<file path="src/design/tts_pkg.sv">
// ----------------------------------------------------------------------------
// tts_pkg
// Shared types and constants of the texture tile swizzle block.
// ----------------------------------------------------------------------------
package tts_pkg;

  // default strip width in pixels, fixed strip height in rows
  localparam int MAX_WIDTH_DEF = 512;
  localparam int STRIP_ROWS    = 8;
  localparam int ROW_W         = $clog2(STRIP_ROWS);

  // configuration register field widths
  localparam int CFG_W  = 10;
  localparam int IDX_W  = 2;
  localparam int PIX_W  = 32;

  // configuration register indexes
  localparam logic [IDX_W-1:0] CFG_IMAGE_WIDTH  = 2'd0;
  localparam logic [IDX_W-1:0] CFG_IMAGE_HEIGHT = 2'd1;
  localparam logic [IDX_W-1:0] CFG_PIXEL_MODE   = 2'd2;

  // command codes of an input item
  localparam logic CMD_PIXEL = 1'b0;
  localparam logic CMD_DRAIN = 1'b1;

  // pixel mode codes
  localparam logic MODE_32BIT = 1'b0;
  localparam logic MODE_16BIT = 1'b1;

  typedef struct packed {
    logic             command;
    logic [PIX_W-1:0] pixel_in;
  } in_item_t;

  typedef struct packed {
    logic [PIX_W-1:0] pixel_out;
    logic             end_of_strip;
    logic             end_of_frame;
  } out_item_t;

  // strip completion event from the write side to the read sequencer
  typedef struct packed {
    logic start;
    logic final_strip;
  } strip_evt_t;

  // per-read metadata travelling with a memory read
  typedef struct packed {
    logic emit;
    logic end_of_strip;
    logic end_of_frame;
    logic mode16;
  } rd_meta_t;

endpackage

</file>
<file path="src/design/tts_write_ctrl.sv">
// ----------------------------------------------------------------------------
// tts_write_ctrl
// Raster write side: column, row and bank tracking, strip and frame ends.
// ----------------------------------------------------------------------------
module tts_write_ctrl #(
  parameter int MAX_WIDTH = tts_pkg::MAX_WIDTH_DEF,
  parameter int EW        = $clog2(MAX_WIDTH + 1),
  parameter int AW        = $clog2(2 * tts_pkg::STRIP_ROWS * MAX_WIDTH)
) (
  input  logic                           clk_i,
  input  logic                           rst_ni,
  input  logic                           accept_i,
  input  tts_pkg::in_item_t              item_i,
  input  logic [EW-1:0]                  eff_width_i,
  input  logic [tts_pkg::CFG_W-1:0]      image_height_i,
  input  logic                           pixel_mode_i,
  output logic                           we_o,
  output logic [AW-1:0]                  waddr_o,
  output logic [tts_pkg::PIX_W-1:0]      wdata_o,
  output tts_pkg::strip_evt_t            evt_o,
  output logic                           bank_o
);

  localparam int COL_W      = $clog2(MAX_WIDTH);
  localparam int BANK_WORDS = tts_pkg::STRIP_ROWS * MAX_WIDTH;
  localparam logic [tts_pkg::ROW_W-1:0] LAST_ROW = tts_pkg::ROW_W'(tts_pkg::STRIP_ROWS - 1);

  logic [COL_W-1:0]          col_q, col_d;
  logic [tts_pkg::ROW_W-1:0] row_q, row_d;
  logic [tts_pkg::CFG_W-1:0] rows_q, rows_d;
  logic                      bank_q, bank_d;

  logic [EW-1:0]             col_full, col_inc;
  logic [COL_W-1:0]          col;
  logic [tts_pkg::CFG_W-1:0] rows_inc;
  logic                      do_write, row_end, strip_end, frame_end;

  // clamp the column to the current row length
  always_comb begin
    col_full  = (EW'(col_q) < eff_width_i) ? EW'(col_q) : eff_width_i - EW'(1);
    col       = col_full[COL_W-1:0];
    col_inc   = col_full + EW'(1);
    rows_inc  = rows_q + tts_pkg::CFG_W'(1);
    do_write  = accept_i && (item_i.command == tts_pkg::CMD_PIXEL) && (eff_width_i != '0);
    row_end   = col_inc >= eff_width_i;
    strip_end = row_end && (row_q == LAST_ROW);
    frame_end = row_end && (rows_inc >= image_height_i);
  end

  // next position after one stored pixel
  always_comb begin
    col_d  = col_q;
    row_d  = row_q;
    rows_d = rows_q;
    bank_d = bank_q;
    if (do_write) begin
      col_d = row_end ? '0 : col_inc[COL_W-1:0];
      if (row_end) begin
        row_d  = row_q + tts_pkg::ROW_W'(1);
        rows_d = rows_inc;
      end
      if (strip_end) begin
        bank_d = ~bank_q;
      end
      if (frame_end) begin
        rows_d = '0;
        row_d  = '0;
      end
    end
  end

  always_ff @(posedge clk_i or negedge rst_ni) begin
    if (!rst_ni) begin
      col_q  <= '0;
      row_q  <= '0;
      rows_q <= '0;
      bank_q <= 1'b0;
    end else begin
      col_q  <= col_d;
      row_q  <= row_d;
      rows_q <= rows_d;
      bank_q <= bank_d;
    end
  end

  // memory write into the current bank
  assign we_o    = do_write;
  assign waddr_o = (bank_q ? AW'(BANK_WORDS) : AW'(0))
                 + AW'(row_q) * AW'(MAX_WIDTH) + AW'(col);
  assign wdata_o = (pixel_mode_i == tts_pkg::MODE_16BIT)
                 ? {16'h0000, item_i.pixel_in[15:0]} : item_i.pixel_in;

  // strip completion, final when the next strip would not fit the frame
  assign evt_o.start       = do_write && strip_end;
  assign evt_o.final_strip = ({1'b0, rows_inc} + 11'd8) > {1'b0, image_height_i};
  assign bank_o            = bank_q;

`ifndef SYNTH
  a_frame_end_clears_rows : assert property (@(posedge clk_i) disable iff (!rst_ni)
    do_write && frame_end |=> (rows_q == '0) && (row_q == '0))
    else $error("frame end did not clear row counters");
  a_strip_flips_bank : assert property (@(posedge clk_i) disable iff (!rst_ni)
    evt_o.start |=> bank_q != $past(bank_q))
    else $error("strip completion did not swap banks");
`endif

endmodule

</file>
<file path="config.mk">
export PLATFORM = sky130hd
export DESIGN_NAME = tts_write_ctrl
export DESIGN_NICKNAME = d
export VERILOG_FILES = /design/src/design/tts_pkg.sv /design/src/design/tts_write_ctrl.sv
export SDC_FILE = /design/constraint.sdc
export NUM_CORES = 1
export LEC_CHECK = 0
export BUFFER_PORTS_ARGS = -buffer_cell sky130_fd_sc_hd__buf_4
export CORE_MARGIN = 2
export CORE_UTILIZATION = 48
export CTS_BUF_LIST = sky130_fd_sc_hd__clkbuf_4
export DETAILED_ROUTE_END_ITERATION = 10
export GPL_ROUTABILITY_DRIVEN = 0
export PLACE_DENSITY_LB_ADDON = 0.25
export SYNTH_ARGS = -nofsm -noshare
export SYNTH_HDL_FRONTEND = slang
export SYNTH_SLANG_ARGS = --single-unit
export TNS_END_PERCENT = 20
</file>
<file path="constraint.sdc">
create_clock -name clk_i -period 9.8 [get_ports clk_i]
set_input_delay 2.45 -clock clk_i [delete_from_list [all_inputs] [get_ports clk_i]]
set_output_delay 2.45 -clock clk_i [all_outputs]
set_load 0.05 [all_outputs]
</file>
==> metrics.yaml <==
final_layout:
  layout.nets: 509
  multi_input_comb_area_um2: 2060
  drive_gt1_share_pct: 21.3
  final_cell_mix: "74 x buf_4, 42 x ha_1, 28 x inv_1"
  syn2layout_area_growth_pct: 17.2
  register_area_um2: 576
  n_fill_cell: 545
  final_common_cell: "buf_4"
  fin_cells: 484
  antenna_cells: 0
  postLayoutCellArea_um2: 3420
power_and_ir_drop:
  pwr-share-comb_pct: 67.9
  switchingPower_w: 0.000344
  switching_share_pct: 52.7
  power.total_w: 0.000653
  p_seq_share_pct: 25.5
  leakage_nw: 1.77
  power_frac_clock_pct: 6.6
  p_int_w: 0.000309
  p_per_area_nw_per_um2: 191
  vdd_ir_drop_max_mv: 0.129
sta:
  finalHoldViolations: 0
  report.final.slew_viol_count: 0
  tns_ps: 0
  clock.fmax_mhz: 108
  finClkSkew_ps: 15.5
  slew_headroom_pct: 33.7
  tightest_slew_ps: 992
  setup_viol: 0
  rsz0062_at_grt: "false"
  fin_crit_sh_pct: 94.9
  hold_slack_ps: 505
  min_period_ps: 9300
setup_path:
  cp_cell_sequence: "buf_4 > inv_1 > ha_1 > o21a_1 > nor2_1 > a311oi_1 > or2_1 > nor2_1 > a21oi_1 > ha_1 > inv_1 > a21oi_1 > xnor2_1 > o21ai_0 > ha_1 > a211oi_1 > o21ai_0 > a221o_1 > and3_1 > buf_4"
  cp-end-kind: "output pin"
  critPathMostFrequentCell: "ha_1"
  critPathKind: "input port to output pin"
  r2r-start: "col_q[3]$_DFFE_PN0P_"
  worst_path_max_delay_cell: "a311oi_1"
  crit_path_start: "eff_width_i[5]"
  arrival_ps: 6850
  slowest_delay_ps: 540
  worst_setup_path_start_kind: "input port"
  critPathMaxFanout: 7
  crit_family: "compound AO/OA/AOI/OAI gates"
  cp_num_buf_inv: 4
  cp_data_required_time_ps: 7350
yosys:
  synthArstFlopShare_pct: 100
  synth_edf_count: 0
  yosysUniqueCellTypes: 52
  yosys_warnings: 0
  syn_nets: 457
  synth_seq_area_share_pct: 19.7
  synth-seq-cells: 23
  netlist_area_um2: 2920
  synth_area_per_cell_um2: 8.14
  ys.flop_type: "dfrtp_1"
  syn_inst: 358
floorplan:
  die_w_um: 81.9
  die_height_um: 81.9
  core_area_um2: 5890
  start_util_pct: 49.5
  design.die.area_um2: 6710
  rows: 28
  io_pins: 106
drt:
  postRouteAntennaNets: 0
  drt_iter0_markers: 142
  vias: 2767
  drc: 0
  drt-vias-per-instance: 5.72
  avgRoutedWirePerCell_um: 14.8
  routed_wl_um: 7160
  first_pass_iters: 4
placed_design:
  port_buffers: 73
  place_hpwl_um: 5870
  dp_cells: 480
  dpl-instance-area_um2: 3390
clocking:
  cts_tree: "yes"
  cts.htree.levels: 1
  cts.sinks: 23
  insertion_delay_ps: 310
  ctsHoldBuffers: 0
  postCtsSetupBuffers: 0
  numCtsBuffers: 3
  clk_path_buf_depth: 2
  cts.clk_slew.worst_paths_ps: 130
  post_cts_resized: 0
  clock-root-buffer: "clkbuf_4"
worst_hold_path:
  hold_start: "bank_o$_DFFE_PN0P_"
  hold_class: "register to register"
global_route:
  grt_remaining_overflow: 0
  first_global_vias: 2578
  grt_max_degree: 24
  grt_pass1_wl_um: 12000
  antenna_found_initial: 0
  track_usage_pct: 22.2
job:
  maxCapViolations: 0
run_status:
  status: "finished, final reports clean"
[state kept, by name, summed over array words and instances (netlist names)]
register,count
rows_q,10
bank_o,1
col_q,9
row_q,3
[layer usage]
layer  track usage [%]  routed length [µm]  share of wire (%)  vias up
li1                  -                   -                  -     1376
met1              32.5                3440                 48     1291
met2              34.8                3200                 45       94
met3              3.63                 486                6.8        6
met4              3.17                  29               0.41        0
met5                 0                   0                  0        -
[power groups by stage]
stage          clock [W]  sequential, W  combinational (W)
2_1_floorplan          0       0.000164           0.000331
4_1_cts        0.0000450       0.000165           0.000443
5_1_grt        0.0000514       0.000170           0.000491
6_report       0.0000432       0.000167           0.000443
3_5_place_dp           0       0.000167           0.000442
3_3_place_gp           0       0.000167           0.000434
[synth_stat cells, types with 6 or more instances]
master / count / area share, %
a21oi_1: 14 / 2.4
a22o_1: 15 / 4.5
and3_1: 6 / 1.3
buf_4: 17 / 4.4
clkbuf_1: 6 / 0.77
dfrtp_1: 23 / 20
ha_1: 42 / 18
inv_1: 28 / 3.6
nand2_1: 22 / 2.8
nand2b_1: 6 / 1.3
nand3_1: 16 / 2.7
nor2_1: 17 / 2.2
nor2b_1: 20 / 4.3
nor4_1: 7 / 1.5
o21ai_0: 23 / 3.9
xnor2_1: 21 / 6.3
xor2_1: 9 / 2.7
[metrics by stage]
stage	setup slack, ps	utilization (%)
detailed placement	623	57.6
CTS	606	58.1
global placement	878	57.6
global route	281	58.1
floorplan	74.2	-
finish	500	58.1
[worst paths after layout]
kind,endpoint,cells past startpoint,slack [ps]
worst max register to register,rows_q[2]$_DFFE_PN0P_,19,4520
worst min register to register,bank_o$_DFFE_PN0P_,1,510
min in group asynchronous,rows_q[8]$_DFFE_PN0P_,1,2000
worst max-delay path,evt_o[1],20,500
max in group asynchronous,rows_q[0]$_DFFE_PN0P_,1,7560
worst min-delay path,bank_o$_DFFE_PN0P_,1,510
[worst reg2reg max path: cells and delay by family (launching register included)]
kind,cells,cell delay (ps)
xor gates and xnor gates,1,140
buffers and inverters,1,150
DFF,1,490
adders and majority gates,3,970
AOI/OAI and AO/OA,10,2480
and+or+nand+nor,4,950
[cells by family after synthesis]
family / Yosys count / synth area share, %
flip-flops: 23 / 19.7
adder cells (fa/ha/maj): 42 / 18.0
buffers and inverters: 56 / 9.74
AND/OR/NAND/NOR: 113 / 20.4
XOR/XNOR: 31 / 9.57
multiplexers: 3 / 1.20
AO/OA/AOI/OAI: 90 / 21.3
[final cells by class]
class	count	area share, %
multi-input combinational	279	60.2
sequential	23	16.8
timing repair buffer	74	16.3
inverter	29	3.19
tap	75	2.75
clock buffer	3	0.659
clock inverter	1	0.146
No activity file was read; power rests on OpenSTA's default activity.
