**config.mk**
```make
export PLATFORM = sky130hd
export DESIGN_NAME = tts_read_ctrl
export DESIGN_NICKNAME = d
export VERILOG_FILES = /design/src/design/tts_pkg.sv /design/src/design/tts_read_ctrl.sv
export SDC_FILE = /design/constraint.sdc
export NUM_CORES = 1
export LEC_CHECK = 0
export ABC_AREA = 1
export BUFFER_PORTS_ARGS = -buffer_cell sky130_fd_sc_hd__buf_2
export CORE_MARGIN = 4
export CORE_UTILIZATION = 50
export CTS_CLUSTER_SIZE = 40
export DETAILED_ROUTE_END_ITERATION = 10
export PLACE_DENSITY = 0.74
export SYNTH_ARGS = -nofsm -noshare
export SYNTH_HDL_FRONTEND = slang
export SYNTH_SLANG_ARGS = --single-unit
```
**constraint.sdc**
```tcl
create_clock -name clk_i -period 2.3 [get_ports clk_i]
set_input_delay 0.46 -clock clk_i [delete_from_list [all_inputs] [get_ports clk_i]]
set_output_delay 0.46 -clock clk_i [all_outputs]
set_load 0.05 [all_outputs]
```
**src/design/tts_pkg.sv**
```systemverilog
// ----------------------------------------------------------------------------
// tts_pkg
// Shared types and constants of the texture tile swizzle block.
// ----------------------------------------------------------------------------
package tts_pkg;

  // default strip width in pixels, fixed strip height in rows
  localparam int MAX_WIDTH_DEF = 512;
  localparam int STRIP_ROWS    = 8;
  localparam int ROW_W         = $clog2(STRIP_ROWS);

  // configuration register field widths
  localparam int CFG_W  = 10;
  localparam int IDX_W  = 2;
  localparam int PIX_W  = 32;

  // configuration register indexes
  localparam logic [IDX_W-1:0] CFG_IMAGE_WIDTH  = 2'd0;
  localparam logic [IDX_W-1:0] CFG_IMAGE_HEIGHT = 2'd1;
  localparam logic [IDX_W-1:0] CFG_PIXEL_MODE   = 2'd2;

  // command codes of an input item
  localparam logic CMD_PIXEL = 1'b0;
  localparam logic CMD_DRAIN = 1'b1;

  // pixel mode codes
  localparam logic MODE_32BIT = 1'b0;
  localparam logic MODE_16BIT = 1'b1;

  typedef struct packed {
    logic             command;
    logic [PIX_W-1:0] pixel_in;
  } in_item_t;

  typedef struct packed {
    logic [PIX_W-1:0] pixel_out;
    logic             end_of_strip;
    logic             end_of_frame;
  } out_item_t;

  // strip completion event from the write side to the read sequencer
  typedef struct packed {
    logic start;
    logic final_strip;
  } strip_evt_t;

  // per-read metadata travelling with a memory read
  typedef struct packed {
    logic emit;
    logic end_of_strip;
    logic end_of_frame;
    logic mode16;
  } rd_meta_t;

endpackage

```
**src/design/tts_read_ctrl.sv**
```systemverilog
// ----------------------------------------------------------------------------
// tts_read_ctrl
// Tiled read sequencer: walks a finished strip tile by tile.
// ----------------------------------------------------------------------------
module tts_read_ctrl #(
  parameter int MAX_WIDTH = tts_pkg::MAX_WIDTH_DEF,
  parameter int EW        = $clog2(MAX_WIDTH + 1),
  parameter int AW        = $clog2(2 * tts_pkg::STRIP_ROWS * MAX_WIDTH)
) (
  input  logic                  clk_i,
  input  logic                  rst_ni,
  input  logic                  accept_i,
  input  logic [EW-1:0]         eff_width_i,
  input  logic                  pixel_mode_i,
  input  tts_pkg::strip_evt_t   evt_i,
  input  logic                  write_bank_i,
  output logic [AW-1:0]         raddr_o,
  output tts_pkg::rd_meta_t     meta_o
);

  localparam int POS_W      = $clog2(tts_pkg::STRIP_ROWS * MAX_WIDTH + 1);
  localparam int COL_W      = $clog2(MAX_WIDTH);
  localparam int BANK_WORDS = tts_pkg::STRIP_ROWS * MAX_WIDTH;

  logic [POS_W-1:0] pos_q, pos_d;
  logic             active_q, active_d;
  logic             final_q, final_d;

  logic [EW-1:0]             eff_tiles;
  logic [POS_W-1:0]          span, pos_inc, tile_base;
  logic [tts_pkg::ROW_W-1:0] row;
  logic [COL_W-1:0]          col;
  logic                      mode16, emit, last;

  // span of whole tiles and tile coordinates of the read position
  always_comb begin
    mode16    = pixel_mode_i == tts_pkg::MODE_16BIT;
    eff_tiles = mode16 ? (eff_width_i & ~EW'(7)) : (eff_width_i & ~EW'(3));
    span      = POS_W'(eff_tiles) << 3;
    pos_inc   = pos_q + POS_W'(1);
    emit      = active_q && (pos_q < span);
    last      = pos_inc == span;
    tile_base = pos_q >> 3;
    if (mode16) begin
      row = pos_q[5:3];
      col = COL_W'((tile_base & ~POS_W'(7)) | POS_W'(pos_q[2:0]));
    end else begin
      row = pos_q[4:2];
      col = COL_W'((tile_base & ~POS_W'(3)) | POS_W'(pos_q[1:0]));
    end
  end

  // address in the bank that is not being written
  assign raddr_o = (!write_bank_i ? AW'(BANK_WORDS) : AW'(0))
                 + AW'(row) * AW'(MAX_WIDTH) + AW'(col);

  assign meta_o.emit         = emit;
  assign meta_o.end_of_strip = last;
  assign meta_o.end_of_frame = last && final_q;
  assign meta_o.mode16       = mode16;

  // advance on every transaction, a completed strip restarts the walk
  always_comb begin
    pos_d    = pos_q;
    active_d = active_q;
    final_d  = final_q;
    if (accept_i) begin
      if (emit) begin
        pos_d = pos_inc;
      end
      active_d = emit && !last;
      if (evt_i.start) begin
        pos_d    = '0;
        active_d = span != '0;
        final_d  = evt_i.final_strip;
      end
    end
  end

  always_ff @(posedge clk_i or negedge rst_ni) begin
    if (!rst_ni) begin
      pos_q    <= '0;
      active_q <= 1'b0;
      final_q  <= 1'b0;
    end else begin
      pos_q    <= pos_d;
      active_q <= active_d;
      final_q  <= final_d;
    end
  end

`ifndef SYNTH
  a_restart_at_zero : assert property (@(posedge clk_i) disable iff (!rst_ni)
    accept_i && evt_i.start |=> pos_q == '0)
    else $error("strip start did not restart the read walk");
  a_last_stops_read : assert property (@(posedge clk_i) disable iff (!rst_ni)
    accept_i && emit && last && !evt_i.start |=> !active_q)
    else $error("read stayed active past the end of strip");
`endif

endmodule

```
==> flow_metrics.env <==
export IMPL_status="finished, violations left"
export IMPL_violations="setup timing"
export IMPL_drv_cap=0
export IMPL_overflow=0
export IMPL_coreArea_um2=2880
export IMPL_syn_cell_area_um2=1560
export IMPL_vdd_drop_max_mv=0.435
export IMPL_drtIter0Drc=89
export IMPL_die_width_um=63.8
export IMPL_clock_root_buffer="clkbuf_4"
export IMPL_route_detailed_drc=0
export IMPL_synth_area_top_cells="dfrtp_1 24%, nand2_1 22%, nand3_1 7.7%, ha_1 7.2%, inv_1 7.2%"
export IMPL_cts_sinks=15
export IMPL_layout_commonest_cell="nand2_1"
export IMPL_final_nets=309
export IMPL_wl_per_cell_um=12.8
export IMPL_slowest_stage="dfrtp_1"
export IMPL_fmax_mhz=397
export IMPL_tightest_slew_ns=0.382
export IMPL_reg2reg_from="pos_q[8]"
export IMPL_final_min_clock_period_ns=2.52
export IMPL_p_int_uw=428
export IMPL_clk_latency_ns=0.30
export IMPL_hpwlAfterDp_mm=2.97
export IMPL_setup_viol=2
export IMPL_power_frac_seq_pct=41.4
export IMPL_tns_ns=-0.385
export IMPL_crit_chain="nand2_1, nor2_4, nand3b_1, nand3_1, nand2_1, inv_1, nand3_2, nor2_2, nand2_2, nor2_2, buf_6"
export IMPL_finalPower_uw=704
export IMPL_vias=1633
export IMPL_slew_headroom_pct=74.5
export IMPL_hold_viol_final=0
export IMPL_hold_path_class="in2async"
export IMPL_ant_nets=0
export IMPL_clkPwrFrac_pct=23.7
export IMPL_syn_to_final_growth_pct=25.2
export IMPL_rows=19
export IMPL_postSynthAreaPerCell_um2=6.28
export IMPL_wirelength_mm=4.14
export IMPL_synth_seq_cells=15
export IMPL_power_per_cell_area_nw_per_um2=361
export IMPL_r2r_slack_ns=0.41
export IMPL_cts_tree="done"
export IMPL_drt_pass1_iterations=4
export IMPL_path_class="reg2out"
export IMPL_grt_pass1_wl_mm=6.93
export IMPL_cp_max_fo=7
export IMPL_yosysTopAreaCellShare_pct=24.1
export IMPL_switching_share_pct=39.2
export IMPL_fillCellCount=275
export IMPL_synthesis_instances=248
export IMPL_post_synth_top_area_cell="dfrtp_1"
export IMPL_n_antenna_cell=0
export IMPL_grt_pass1_vias=1536
export IMPL_startpoint_type="flip-flop"
export IMPL_antenna_found_initial=0
export IMPL_setup_ws_ns=-0.221
export IMPL_cp_data_required_time_ns=1.84
export IMPL_worstReg2RegEnd="pos_q[10]"
export IMPL_setup_worst_path_end_class="output port"
export IMPL_skew_ns=0.00638
export IMPL_seq_area_frac_synth_pct=24.1
export IMPL_crit_path_max_incr_delay_ns=0.43
export IMPL_die_area_um2=4070
export IMPL_rsz0062_at_grt="yes"
export IMPL_maxSlewViolCount=0
export IMPL_place_congestion=0.825
export IMPL_htreeDepth=1
export IMPL_start_util_pct=54.2
export IMPL_grt_total_usage_pct=21.4
export IMPL_cts_buffers=3
export IMPL_clockBufferDepth=2
export IMPL_drive_gt1_share_pct=32.3
export IMPL_io_pin_count=34
export IMPL_yosys_warnings=0
export IMPL_ff2ff_path_depth=9
export IMPL_p_sw_uw=276
export IMPL_path_clk_slew_ns=0.10
export IMPL_yosysUniqueCellTypes=24
export IMPL_fin_crit_sh_pct=110
export IMPL_layout_common_cells="80 x nand2_1, 28 x inv_1, 28 x buf_2"
export IMPL_p_leak_nw=1.04
export IMPL_portBuffers=31
export IMPL_vias_per_cell=5.04
export IMPL_synth_fp_nets=274
export IMPL_grt_max_degree=16
export IMPL_combPwrFrac_pct=34.9
export IMPL_arrival_ns=2.06
export IMPL_die_h_um=63.8
[what timing repair did]
item | 4_1_cts | 5_1_grt
pin swaps | 12 | 11
endpoints found under the setup margin | 3 | 3
hold buffers | 0 | 0
setup buffers | 4 | 1
gates resized for setup | 25 | 20
[layout make-up]
cell class	instances	area, um^2	area share (%)
multi-input cells	186	1070	54.9
well taps	42	52.6	2.69
inverters	31	119	6.09
flip-flops and latches	15	377	19.3
repair buffers	46	305	15.7
clock buffers	4	26.3	1.35
[critical path, delay by kind of cell (launching register included)]
family | cells | cell delay, ns
flops | 1 | 0.43
simple gates | 9 | 1.10
buf+inv | 2 | 0.22
[layer usage]
metal | global-route usage, % | vias to the layer above | part of all wire, %
met3 | 2.63 | 5 | 2.8
met5 | 0 | - | 0
met4 | 6.47 | 0 | 1.2
met1 | 28.1 | 759 | 47
li1 | - | 839 | -
met2 | 36.8 | 30 | 49
[Yosys cell counts, drive strengths merged]
| cell type | number |
|---|---|
| a21oi | 4 |
| buf | 15 |
| clkbuf | 1 |
| dfrtp | 15 |
| ha | 9 |
| inv | 31 |
| nand2 | 95 |
| nand3 | 25 |
| nand3b | 2 |
| nand4 | 5 |
| nor2 | 28 |
| nor3 | 3 |
| o21a | 1 |
| o21ai | 13 |
| o21bai | 1 |
[stage by stage]
| step | setup WS, ns | std cells | area, um^2 | util [%] | hold WS [ns] |
|---|---|---|---|---|---|
| 4_1_cts | -0.197 | 324 | 1880 | 65.2 | 0.0728 |
| 3_5_place_dp | -0.0562 | 316 | 1720 | 59.9 | 0.404 |
| 5_1_grt | -0.421 | 324 | 1950 | 67.8 | 0.0722 |
| 3_3_place_gp | -0.0211 | 316 | 1720 | 59.9 | 0.402 |
| 6_report | -0.221 | 324 | 1950 | 67.8 | 0.0633 |
| 2_1_floorplan | 0.0285 | 248 | 1560 | - | 0.164 |
[power by group through the flow]
stage | sequential, mW | clock, mW | combinational, mW
final | 0.292 | 0.167 | 0.246
after global routing | 0.294 | 0.187 | 0.268
after CTS | 0.291 | 0.170 | 0.233
after detailed placement | 0.291 | 0 | 0.203
after global placement | 0.290 | 0 | 0.200
after floorplan | 0.296 | 0 | 0.153
[kinds of logic (layout without fill, tap and decap cells)]
family	after synthesis	after routing	share of synthesized area (%)
AND/OR/NAND/NOR	158	158	45.6
AO/OA/AOI/OAI	19	19	7.39
adder cells (fa/ha/maj)	9	9	7.23
flip-flops	15	15	24.1
buffers and inverters	47	81	15.7
[sequential cells by signal, summed over array words and instances, names as in the netlist]
signal / count
active_q: 1
final_q: 1
pos_q: 13
[worst max path at each step]
| stage | startpoint | to | slack [ns] | cells past startpoint |
|---|---|---|---|---|
| 2_1_floorplan | pos_q[0] | meta_o[1] | 0.03 | 13 |
| 3_3_place_gp | pos_q[0] | meta_o[1] | -0.02 | 13 |
| 3_5_place_dp | pos_q[0] | meta_o[1] | -0.06 | 13 |
| 4_1_cts | pos_q[1] | meta_o[1] | -0.20 | 13 |
| 5_1_grt | pos_q[3] | meta_o[1] | -0.42 | 11 |
| 6_report | pos_q[6] | meta_o[1] | -0.22 | 11 |
Note: power is estimated with default switching activity, not from simulation.
