--- config.mk ---
export PLATFORM = sky130hd
export DESIGN_NAME = tts_out_buf
export DESIGN_NICKNAME = d
export VERILOG_FILES = /design/src/design/tts_pkg.sv /design/src/design/tts_out_buf.sv
export SDC_FILE = /design/constraint.sdc
export NUM_CORES = 1
export LEC_CHECK = 0
export BUFFER_PORTS_ARGS = -buffer_cell sky130_fd_sc_hd__buf_2
export CAP_MARGIN = 20
export CORE_MARGIN = 2
export CORE_UTILIZATION = 32
export CTS_BUF_LIST = sky130_fd_sc_hd__clkbuf_4
export CTS_CLUSTER_DIAMETER = 120
export DETAILED_ROUTE_END_ITERATION = 10
export GPL_ROUTABILITY_DRIVEN = 0
export MAX_ROUTING_LAYER = met4
export SETUP_SLACK_MARGIN = 0.4
export SYNTH_ARGS = -nofsm -noshare
export SYNTH_HDL_FRONTEND = slang
export SYNTH_SLANG_ARGS = --single-unit
export TNS_END_PERCENT = 5
--- constraint.sdc ---
create_clock -name clk_i -period 2.45 [get_ports clk_i]
set_input_delay 0.245 -clock clk_i [delete_from_list [all_inputs] [get_ports clk_i]]
set_output_delay 0.245 -clock clk_i [all_outputs]
set_load 0.01 [all_outputs]
--- src/design/tts_pkg.sv ---
// ----------------------------------------------------------------------------
// tts_pkg
// Shared types and constants of the texture tile swizzle block.
// ----------------------------------------------------------------------------
package tts_pkg;

  // default strip width in pixels, fixed strip height in rows
  localparam int MAX_WIDTH_DEF = 512;
  localparam int STRIP_ROWS    = 8;
  localparam int ROW_W         = $clog2(STRIP_ROWS);

  // configuration register field widths
  localparam int CFG_W  = 10;
  localparam int IDX_W  = 2;
  localparam int PIX_W  = 32;

  // configuration register indexes
  localparam logic [IDX_W-1:0] CFG_IMAGE_WIDTH  = 2'd0;
  localparam logic [IDX_W-1:0] CFG_IMAGE_HEIGHT = 2'd1;
  localparam logic [IDX_W-1:0] CFG_PIXEL_MODE   = 2'd2;

  // command codes of an input item
  localparam logic CMD_PIXEL = 1'b0;
  localparam logic CMD_DRAIN = 1'b1;

  // pixel mode codes
  localparam logic MODE_32BIT = 1'b0;
  localparam logic MODE_16BIT = 1'b1;

  typedef struct packed {
    logic             command;
    logic [PIX_W-1:0] pixel_in;
  } in_item_t;

  typedef struct packed {
    logic [PIX_W-1:0] pixel_out;
    logic             end_of_strip;
    logic             end_of_frame;
  } out_item_t;

  // strip completion event from the write side to the read sequencer
  typedef struct packed {
    logic start;
    logic final_strip;
  } strip_evt_t;

  // per-read metadata travelling with a memory read
  typedef struct packed {
    logic emit;
    logic end_of_strip;
    logic end_of_frame;
    logic mode16;
  } rd_meta_t;

endpackage

--- src/design/tts_out_buf.sv ---
// ----------------------------------------------------------------------------
// tts_out_buf
// Read-data stage and output register: two-deep pipeline with backpressure.
// ----------------------------------------------------------------------------
module tts_out_buf (
  input  logic                      clk_i,
  input  logic                      rst_ni,
  input  logic                      in_valid_i,
  output logic                      in_ready_o,
  output logic                      accept_o,
  output logic                      ram_re_o,
  input  tts_pkg::rd_meta_t         meta_i,
  input  logic [tts_pkg::PIX_W-1:0] rdata_i,
  output logic                      out_valid_o,
  input  logic                      out_ready_i,
  output tts_pkg::out_item_t        out_data_o
);

  logic               s1_valid_q, s1_valid_d;
  tts_pkg::rd_meta_t  s1_meta_q;
  logic               out_valid_q, out_valid_d;
  tts_pkg::out_item_t out_data_q;
  logic               s1_adv;

  // stage 1 holds the memory read register, it moves on when the output frees
  assign s1_adv     = s1_valid_q && (!out_valid_q || out_ready_i);
  assign in_ready_o = !s1_valid_q || s1_adv;
  assign accept_o   = in_valid_i && in_ready_o;
  assign ram_re_o   = accept_o && meta_i.emit;

  always_comb begin
    s1_valid_d = s1_valid_q;
    if (accept_o) begin
      s1_valid_d = meta_i.emit;
    end else if (s1_adv) begin
      s1_valid_d = 1'b0;
    end
    out_valid_d = out_valid_q;
    if (s1_adv) begin
      out_valid_d = 1'b1;
    end else if (out_ready_i) begin
      out_valid_d = 1'b0;
    end
  end

  always_ff @(posedge clk_i or negedge rst_ni) begin
    if (!rst_ni) begin
      s1_valid_q  <= 1'b0;
      out_valid_q <= 1'b0;
    end else begin
      s1_valid_q  <= s1_valid_d;
      out_valid_q <= out_valid_d;
    end
  end

  // payload registers
  always_ff @(posedge clk_i) begin
    if (ram_re_o) begin
      s1_meta_q <= meta_i;
    end
    if (s1_adv) begin
      out_data_q.pixel_out    <= s1_meta_q.mode16 ? {16'h0000, rdata_i[15:0]} : rdata_i;
      out_data_q.end_of_strip <= s1_meta_q.end_of_strip;
      out_data_q.end_of_frame <= s1_meta_q.end_of_frame;
    end
  end

  assign out_valid_o = out_valid_q;
  assign out_data_o  = out_data_q;

`ifndef SYNTH
  a_no_read_over_held : assert property (@(posedge clk_i) disable iff (!rst_ni)
    ram_re_o |-> (!s1_valid_q || s1_adv))
    else $error("memory read overwrote a held read result");
`endif

endmodule

==> run_results.csv, run 1 <==
group,metric,value,unit
outcome,outcome,"completed",
layout,layout-drive-gt1-share,0.620,
flow_run,maxCapViolCount,0,
clocking,insertion_delay,0.34,ns
timing,period_needed,1.60,ns
layout,multiInputGateArea,186,µm²
routing,viasPerCell,4.17,
synthesis,yosysWarnings,0,
routing,wire_per_inst,12.5,µm
worst_setup_path,cp_max_fo,4,
clocking,cts-hold-fix-buffers,1,
clocking,cts_setup_buffers,0,
power_and_ir_drop,ir_drop,225,µV
synthesis,synth-simple-area-share,0.137,
layout,fin_cells,200,
global_route,grt_usage,0.115,
worst_setup_path,path_class,"reg2out",
global_route,grt_pass1_wl,4.02,mm
worst_setup_path,worst_path_largest_cell_delay,0.43,ns
synthesis,avgSynthCellArea,21.2,µm²
timing,drv_slew,0,
layout,nets,189,
global_route,first_global_vias,826,
worst_setup_path,cp_slowest_cell,"dfrtp_1",
routing,drtPass1Iterations,2,
global_route,antenna_found_initial,0,
placed_design,place_area,1800,µm²
global_route,grt.overflow.total,0,
clocking,clock_sinks,39,
synthesis,synth_top_area_share,0.818,
timing,min_period_over_period,0.653,
worst_setup_path,cp.arrival,1.36,ns
timing,rsz0062_at_grt,"no",
power_and_ir_drop,leakagePower,0.817,nW
timing,clock_skew,0.0139,ns
clocking,clock-root-buffer,"clkbuf_4",
worst_setup_path,cp_cell_sequence,"nand3b_4 -> nor2b_1 -> buf_2",
worst_setup_path,end_kind,"output pin",
routing,drc,0,
floorplan,die_w,69.2,µm
synthesis,synth_top_family_by_area,"simple AND/OR/NAND/NOR gates",
synthesis,synth_xor_area_frac,0,
power_and_ir_drop,power_density,657,nW/µm²
worst_setup_path,cp-start-kind,"flip-flop",
routing,vias,834,
synthesis,muxShareOfSynthArea,0,
placed_design,dp.final_hpwl,1.93,mm
synthesis,synth_seq_cells,39,
clocking,cts_buffer_depth,2,
layout,antenna_cells,0,
timing,worst_pin_slew,0.573,ns
min_path,min_path_type,"in2reg",
placed_design,port_buffers,77,
synthesis,synth_compound_area_frac,0,
clocking,htree_levels,2,
clocking,cts_resized,0,
floorplan,io_pins,78,
floorplan,core,4060,µm²
synthesis,yosysSeqAreaShare,0.855,
placed_design,place_inst,191,
layout,final_area,1870,µm²
clocking,cts_tree,"done",
synthesis,synth_cells,64,
worst_setup_path,required,2.20,ns
floorplan,start_util,0.335,
layout,area.growth.synth_to_final,37.3,%
floorplan,std_cell_rows,23,
layout,register_area,1160,µm²
floorplan,die-area,4780,µm²
synthesis,yosys.cell_types.count,11,
timing,setup_tns,0,ns
synthesis,synth_top_area_cell,"edfxtp_1",
synthesis,synth_nets,104,
timing,max_slew_margin,0.618,
layout,fillers,378,
floorplan,die_h,69.2,µm
synthesis,syn_area,1360,µm²
global_route,grt_start_max_net_pins,30,
clocking,clkTransAtPathRegs,0.12,ns
synthesis,synthTopCellsByArea,"edfxtp_1, nor2b_2, dfrtp_1",
routing,wl,2.51,mm
synthesis,synthAdderAreaFrac,0,
routing,initialDrtViolationCount,122,
timing,clock.fmax,0.625,GHz
routing,postRouteAntennaNets,0,
timing,finalHoldViolCount,0,
timing,setup_violations,0,
clocking,cts_made_buffers,5,
## cell usage after synthesis
cell type   n
and2_1      1
edfxtp_1   37
nor2b_1     4
and2b_1     6
nor2b_2     7
buf_6       1
and2_4      1
nand2b_1    2
nand3b_4    1
dfrtp_1     2
nand2_1     2
## flip-flops by register name, indices dropped and copies added (netlist names)
register	flops
out_data_o	34
s1_meta_q	3
out_valid_o	1
s1_valid_q	1
## power breakdown
group,internal (W),switching (W)
clock,0.000105,0.000201
sequential,0.000778,0.0000157
combinational,0.0000618,0.0000634
## logic make-up (layout without fill, tap and decap cells)
family                 after synthesis  count (layout)
AND/OR/NAND/NOR                     24              24
flip-flops                          39              39
buffers and inverters                1              87
## worst paths after layout
| kind | startpoint | endpoint | slack [ns] | cells after the start |
|---|---|---|---|---|
| setup reg to reg | out_valid_o | out_data_o[18] | 0.91 | 3 |
| hold reg to reg | s1_meta_q[2] | out_data_o[1] | 0.43 | 0 |
| hold / removal | rdata_i[11] | out_data_o[13] | 0.07 | 1 |
| setup / recovery | out_valid_o | ram_re_o | 0.85 | 3 |
| max in group asynchronous | rst_ni | out_valid_o | 2.15 | 2 |
| min in group asynchronous | rst_ni | s1_valid_q | 0.21 | 2 |
## cell type report
cell class                      instances  share of cell area
Clock buffer                            5              0.0201
Clock inverter                          3             0.00805
Multi-Input combinational cell         24              0.0999
Tap cell                               50              0.0335
Sequential cell                        39               0.622
Timing Repair Buffer                   79               0.216
## critical path, delay by kind of cell, from the launching register on
| family | cells | cell delay [ns] |
|---|---|---|
| buffers and inverters | 1 | 0.20 |
| AND/OR/NAND/NOR | 2 | 0.40 |
| flip-flops | 1 | 0.43 |
## per-stage QoR
step                      utilization  hold WS [ns]  setup WS (ns)  total power [W]
final                           0.460        0.0720          0.849          0.00122
after global routing            0.460        0.0347          0.702          0.00129
after CTS                       0.460        0.0582          0.793          0.00124
after detailed placement        0.444        0.0348          0.888         0.000935
after global placement          0.444        0.0305          0.958         0.000932
after floorplan                     -       -0.0506          0.667         0.000863
## cells in the final DEF, fill, tap and decap left out
cell type	instances
clkbuf_4	5
nor2b_2	7
buf_2	77
clkinv_1	2
nand3b_4	1
dfrtp_1	2
and2_1	1
clkinvlp_4	1
nor2b_1	4
and2_4	1
dlygate4sd3_1	1
buf_4	1
nand2b_1	2
and2b_1	6
edfxtp_1	37
nand2_1	2
## routing by layer
metal,global-route usage,wire length [µm]
met5,-,0
met4,0.0523,40
met3,0.0497,233
met1,0.140,1130
met2,0.166,1110
Note: power is estimated with default switching activity, not from simulation.
==> run 2: changes to the inputs <==
Settings changed: ABC_AREA from default to 1.
Clock period 2.45 ns to 1.4 ns, I/O delays scaled along.
==> run 2 against run 1 <==
Compared with the run above:
- routed wire length is 13% higher
- sequential share of layout area is 7.4 points lower
- via count is 16% higher
- global-route usage is 1.5 points higher
- area after synthesis is 0.37% higher
- core utilization is 6.3 points higher
- hold slack worse by 0.0072 ns
- sequential cell count stayed put
- critical endpoint unchanged
==> run_results.csv, run 2 <==
group,metric,value,unit
outcome,outcome,"completed",
routing,wl,2.85,mm
placed_design,place_inst,211,
power_and_ir_drop,leakagePower,0.974,nW
power_and_ir_drop,p_clk_frac,0.243,
synthesis,muxShareOfSynthArea,0,
synthesis,synth_xor_area_frac,0,
synthesis,netlist_top_cells_count,"edfxtp_1, inv_1, nor2_1, nand2_1, nor2_2",
min_path,min_path_type,"in2reg",
timing,rsz0062_at_grt,"yes",
layout,layout-drive-gt1-share,0.500,
floorplan,die-area,4800,µm²
power_and_ir_drop,ir_drop,415,µV
timing,min_period_over_period,0.904,
synthesis,synth_seq_cells,39,
layout,antenna_cells,0,
floorplan,std_cell_rows,23,
clocking,clkTransAtPathRegs,0.12,ns
power_and_ir_drop,pwr-share-seq,0.623,
worst_setup_path,end_kind,"output pin",
floorplan,die_w,69.3,µm
worst_setup_path,path_class,"reg2out",
synthesis,synthTopCellsByArea,"edfxtp_1, inv_1, nor2_1",
synthesis,synth_top_area_share,0.815,
global_route,grt_start_max_net_pins,35,
synthesis,yosysSeqAreaShare,0.851,
power_and_ir_drop,p_total,0.00223,W
synthesis,synth_top_family_by_area,"buffers and inverters",
synthesis,synth_edf_count,37,
synthesis,synth_top_area_cell,"edfxtp_1",
routing,viasPerCell,4.00,
timing,clock_skew,0.00848,ns
timing,worst_pin_slew,0.559,ns
layout,final_util,0.522,
synthesis,synth_cells,85,
layout,mostFrequentLayoutCells,"buf_2, edfxtp_1, inv_1, dlygate4sd3_1, nor2_1",
worst_setup_path,cp_slowest_cell,"dfrtp_2",
clocking,htree_levels,2,
layout,largest_reg_flops,34,
synthesis,avgSynthCellArea,16.0,µm²
layout,final_area,2120,µm²
timing,clock.fmax,0.790,GHz
worst_setup_path,cp_num_buf_inv,1,
synthesis,synthAdderAreaFrac,0,
synthesis,synthMostInstantiatedCell,"edfxtp_1",
power_and_ir_drop,power_density,1050,nW/µm²
synthesis,yosysWarnings,0,
worst_setup_path,cp.arrival,1.13,ns
timing,setup_violations,0,
clocking,clock-root-buffer,"clkbuf_4",
routing,vias,969,
global_route,antenna_found_initial,0,
placed_design,place_area,1820,µm²
clocking,cts_tree,"done",
worst_setup_path,cp-start-kind,"flip-flop",
synthesis,yosys.cell_types.count,11,
layout,layout_commonest_cell,"buf_2",
clocking,insertion_delay,0.35,ns
routing,postRouteAntennaNets,0,
synthesis,synth_compound_area_frac,0.00734,
worst_setup_path,required,1.26,ns
power_and_ir_drop,p_sw_frac,0.236,
power_and_ir_drop,combPwrFrac,0.134,
flow_run,maxCapViolCount,0,
synthesis,synth-simple-area-share,0.0642,
clocking,cts_made_buffers,5,
power_and_ir_drop,p_int,0.00170,W
clocking,cts_buffer_depth,2,
synthesis,synth_top_flop_cell,"edfxtp_1",
timing,setup_tns,0,ns
floorplan,die_h,69.3,µm
placed_design,dp.final_hpwl,1.95,mm
placed_design,port_buffers,77,
global_route,first_global_vias,988,
routing,drtPass1Iterations,4,
layout,fin_cells,242,
synthesis,async_flop_share,0.0513,
clocking,clock_sinks,39,
floorplan,core,4060,µm²
timing,finalHoldViolCount,0,
synthesis,syn_area,1360,µm²
routing,wire_per_inst,11.8,µm
worst_setup_path,cp_max_fo,2,
global_route,grt.overflow.total,0,
synthesis,synth_nets,125,
power_and_ir_drop,power_switching,0.000526,W
worst_setup_path,cp_cell_sequence,"nand3_2 -> nand2_4 -> nor2_4 -> buf_6",
routing,drc,0,
layout,nets,231,
timing,drv_slew,0,
worst_setup_path,crit_family,"flip-flops",
floorplan,io_pins,78,
worst_setup_path,worst_path_largest_cell_delay,0.42,ns
layout,area.growth.synth_to_final,55.4,%
global_route,grt_usage,0.130,
routing,initialDrtViolationCount,87,
global_route,grt_pass1_wl,4.60,mm
timing,period_needed,1.27,ns
floorplan,start_util,0.336,
timing,max_slew_margin,0.627,
run 2: cell types whose count changed in the layout (fill, tap and decap cells not counted), sizes merged, moves of 2 or more:
cell	previous run	this run
inv	0	21
and2	2	0
and2b	6	0
dlygate4sd3	1	20
buf	78	81
nand2b	2	0
nor2	0	17
nor2b	11	0
run 2: logic make-up after synthesis:
logic type / Yosys count
flops: 39
buf+inv: 23
simple gates: 21
compound gates: 2
run 2: path summary, 6_finish.rpt:
check                        startpoint              to  slack [ns]  depth (start not counted)
max reg2reg                 out_valid_o  out_data_o[13]        0.17                          3
min reg2reg                s1_meta_q[2]   out_data_o[1]        0.44                          0
max                         out_valid_o        ram_re_o        0.13                          4
min in group asynchronous        rst_ni     out_valid_o        0.11                          2
min                         rdata_i[19]  out_data_o[21]        0.06                          3
max in group asynchronous        rst_ni     out_valid_o        1.19                          2
run 2: per-layer routing:
layer  global-route usage  part of all wire
met1                0.129              0.37
met2                0.217              0.52
met3               0.0392             0.077
met4               0.0915             0.035
met5                    -                 0
run 2: worst min-delay path, stage by stage:
cell,delay (ns)
buf_2,0.07
inv_1,0.04
nor2_2,0.06
run 2: power groups by stage:
| stage | logic (W) | registers (W) | clock network (W) |
|---|---|---|---|
| after floorplan | 0.0000703 | 0.00145 | 0 |
| after global placement | 0.000232 | 0.00141 | 0 |
| after detailed placement | 0.000239 | 0.00142 | 0 |
| after CTS | 0.000301 | 0.00139 | 0.000566 |
| after global routing | 0.000331 | 0.00140 | 0.000628 |
| final | 0.000299 | 0.00139 | 0.000540 |
run 2: layout make-up:
type	count	area, µm²
timing repair buffer	101	634
inverter	21	78.8
tap	50	62.6
clock buffer	5	37.5
fill	362	1940
clock inverter	3	15.0
multi-input combinational	23	129
sequential	39	1160
run 2: timing repair:
item                       CTS  global route
resized for setup            5             2
hold endpoints to repair    21             0
setup buffers                3             0
pin swaps                    2             3
hold buffers                20             0
setup endpoints to repair   91            91
run 2: through the flow:
stage               setup slack, ns  hold slack [ns]
floorplan                   -0.0658           -0.156
global placement              0.254          -0.0754
detailed placement            0.209          -0.0722
CTS                          0.0903           0.0496
global route                 0.0704           0.0546
finish                        0.135           0.0648
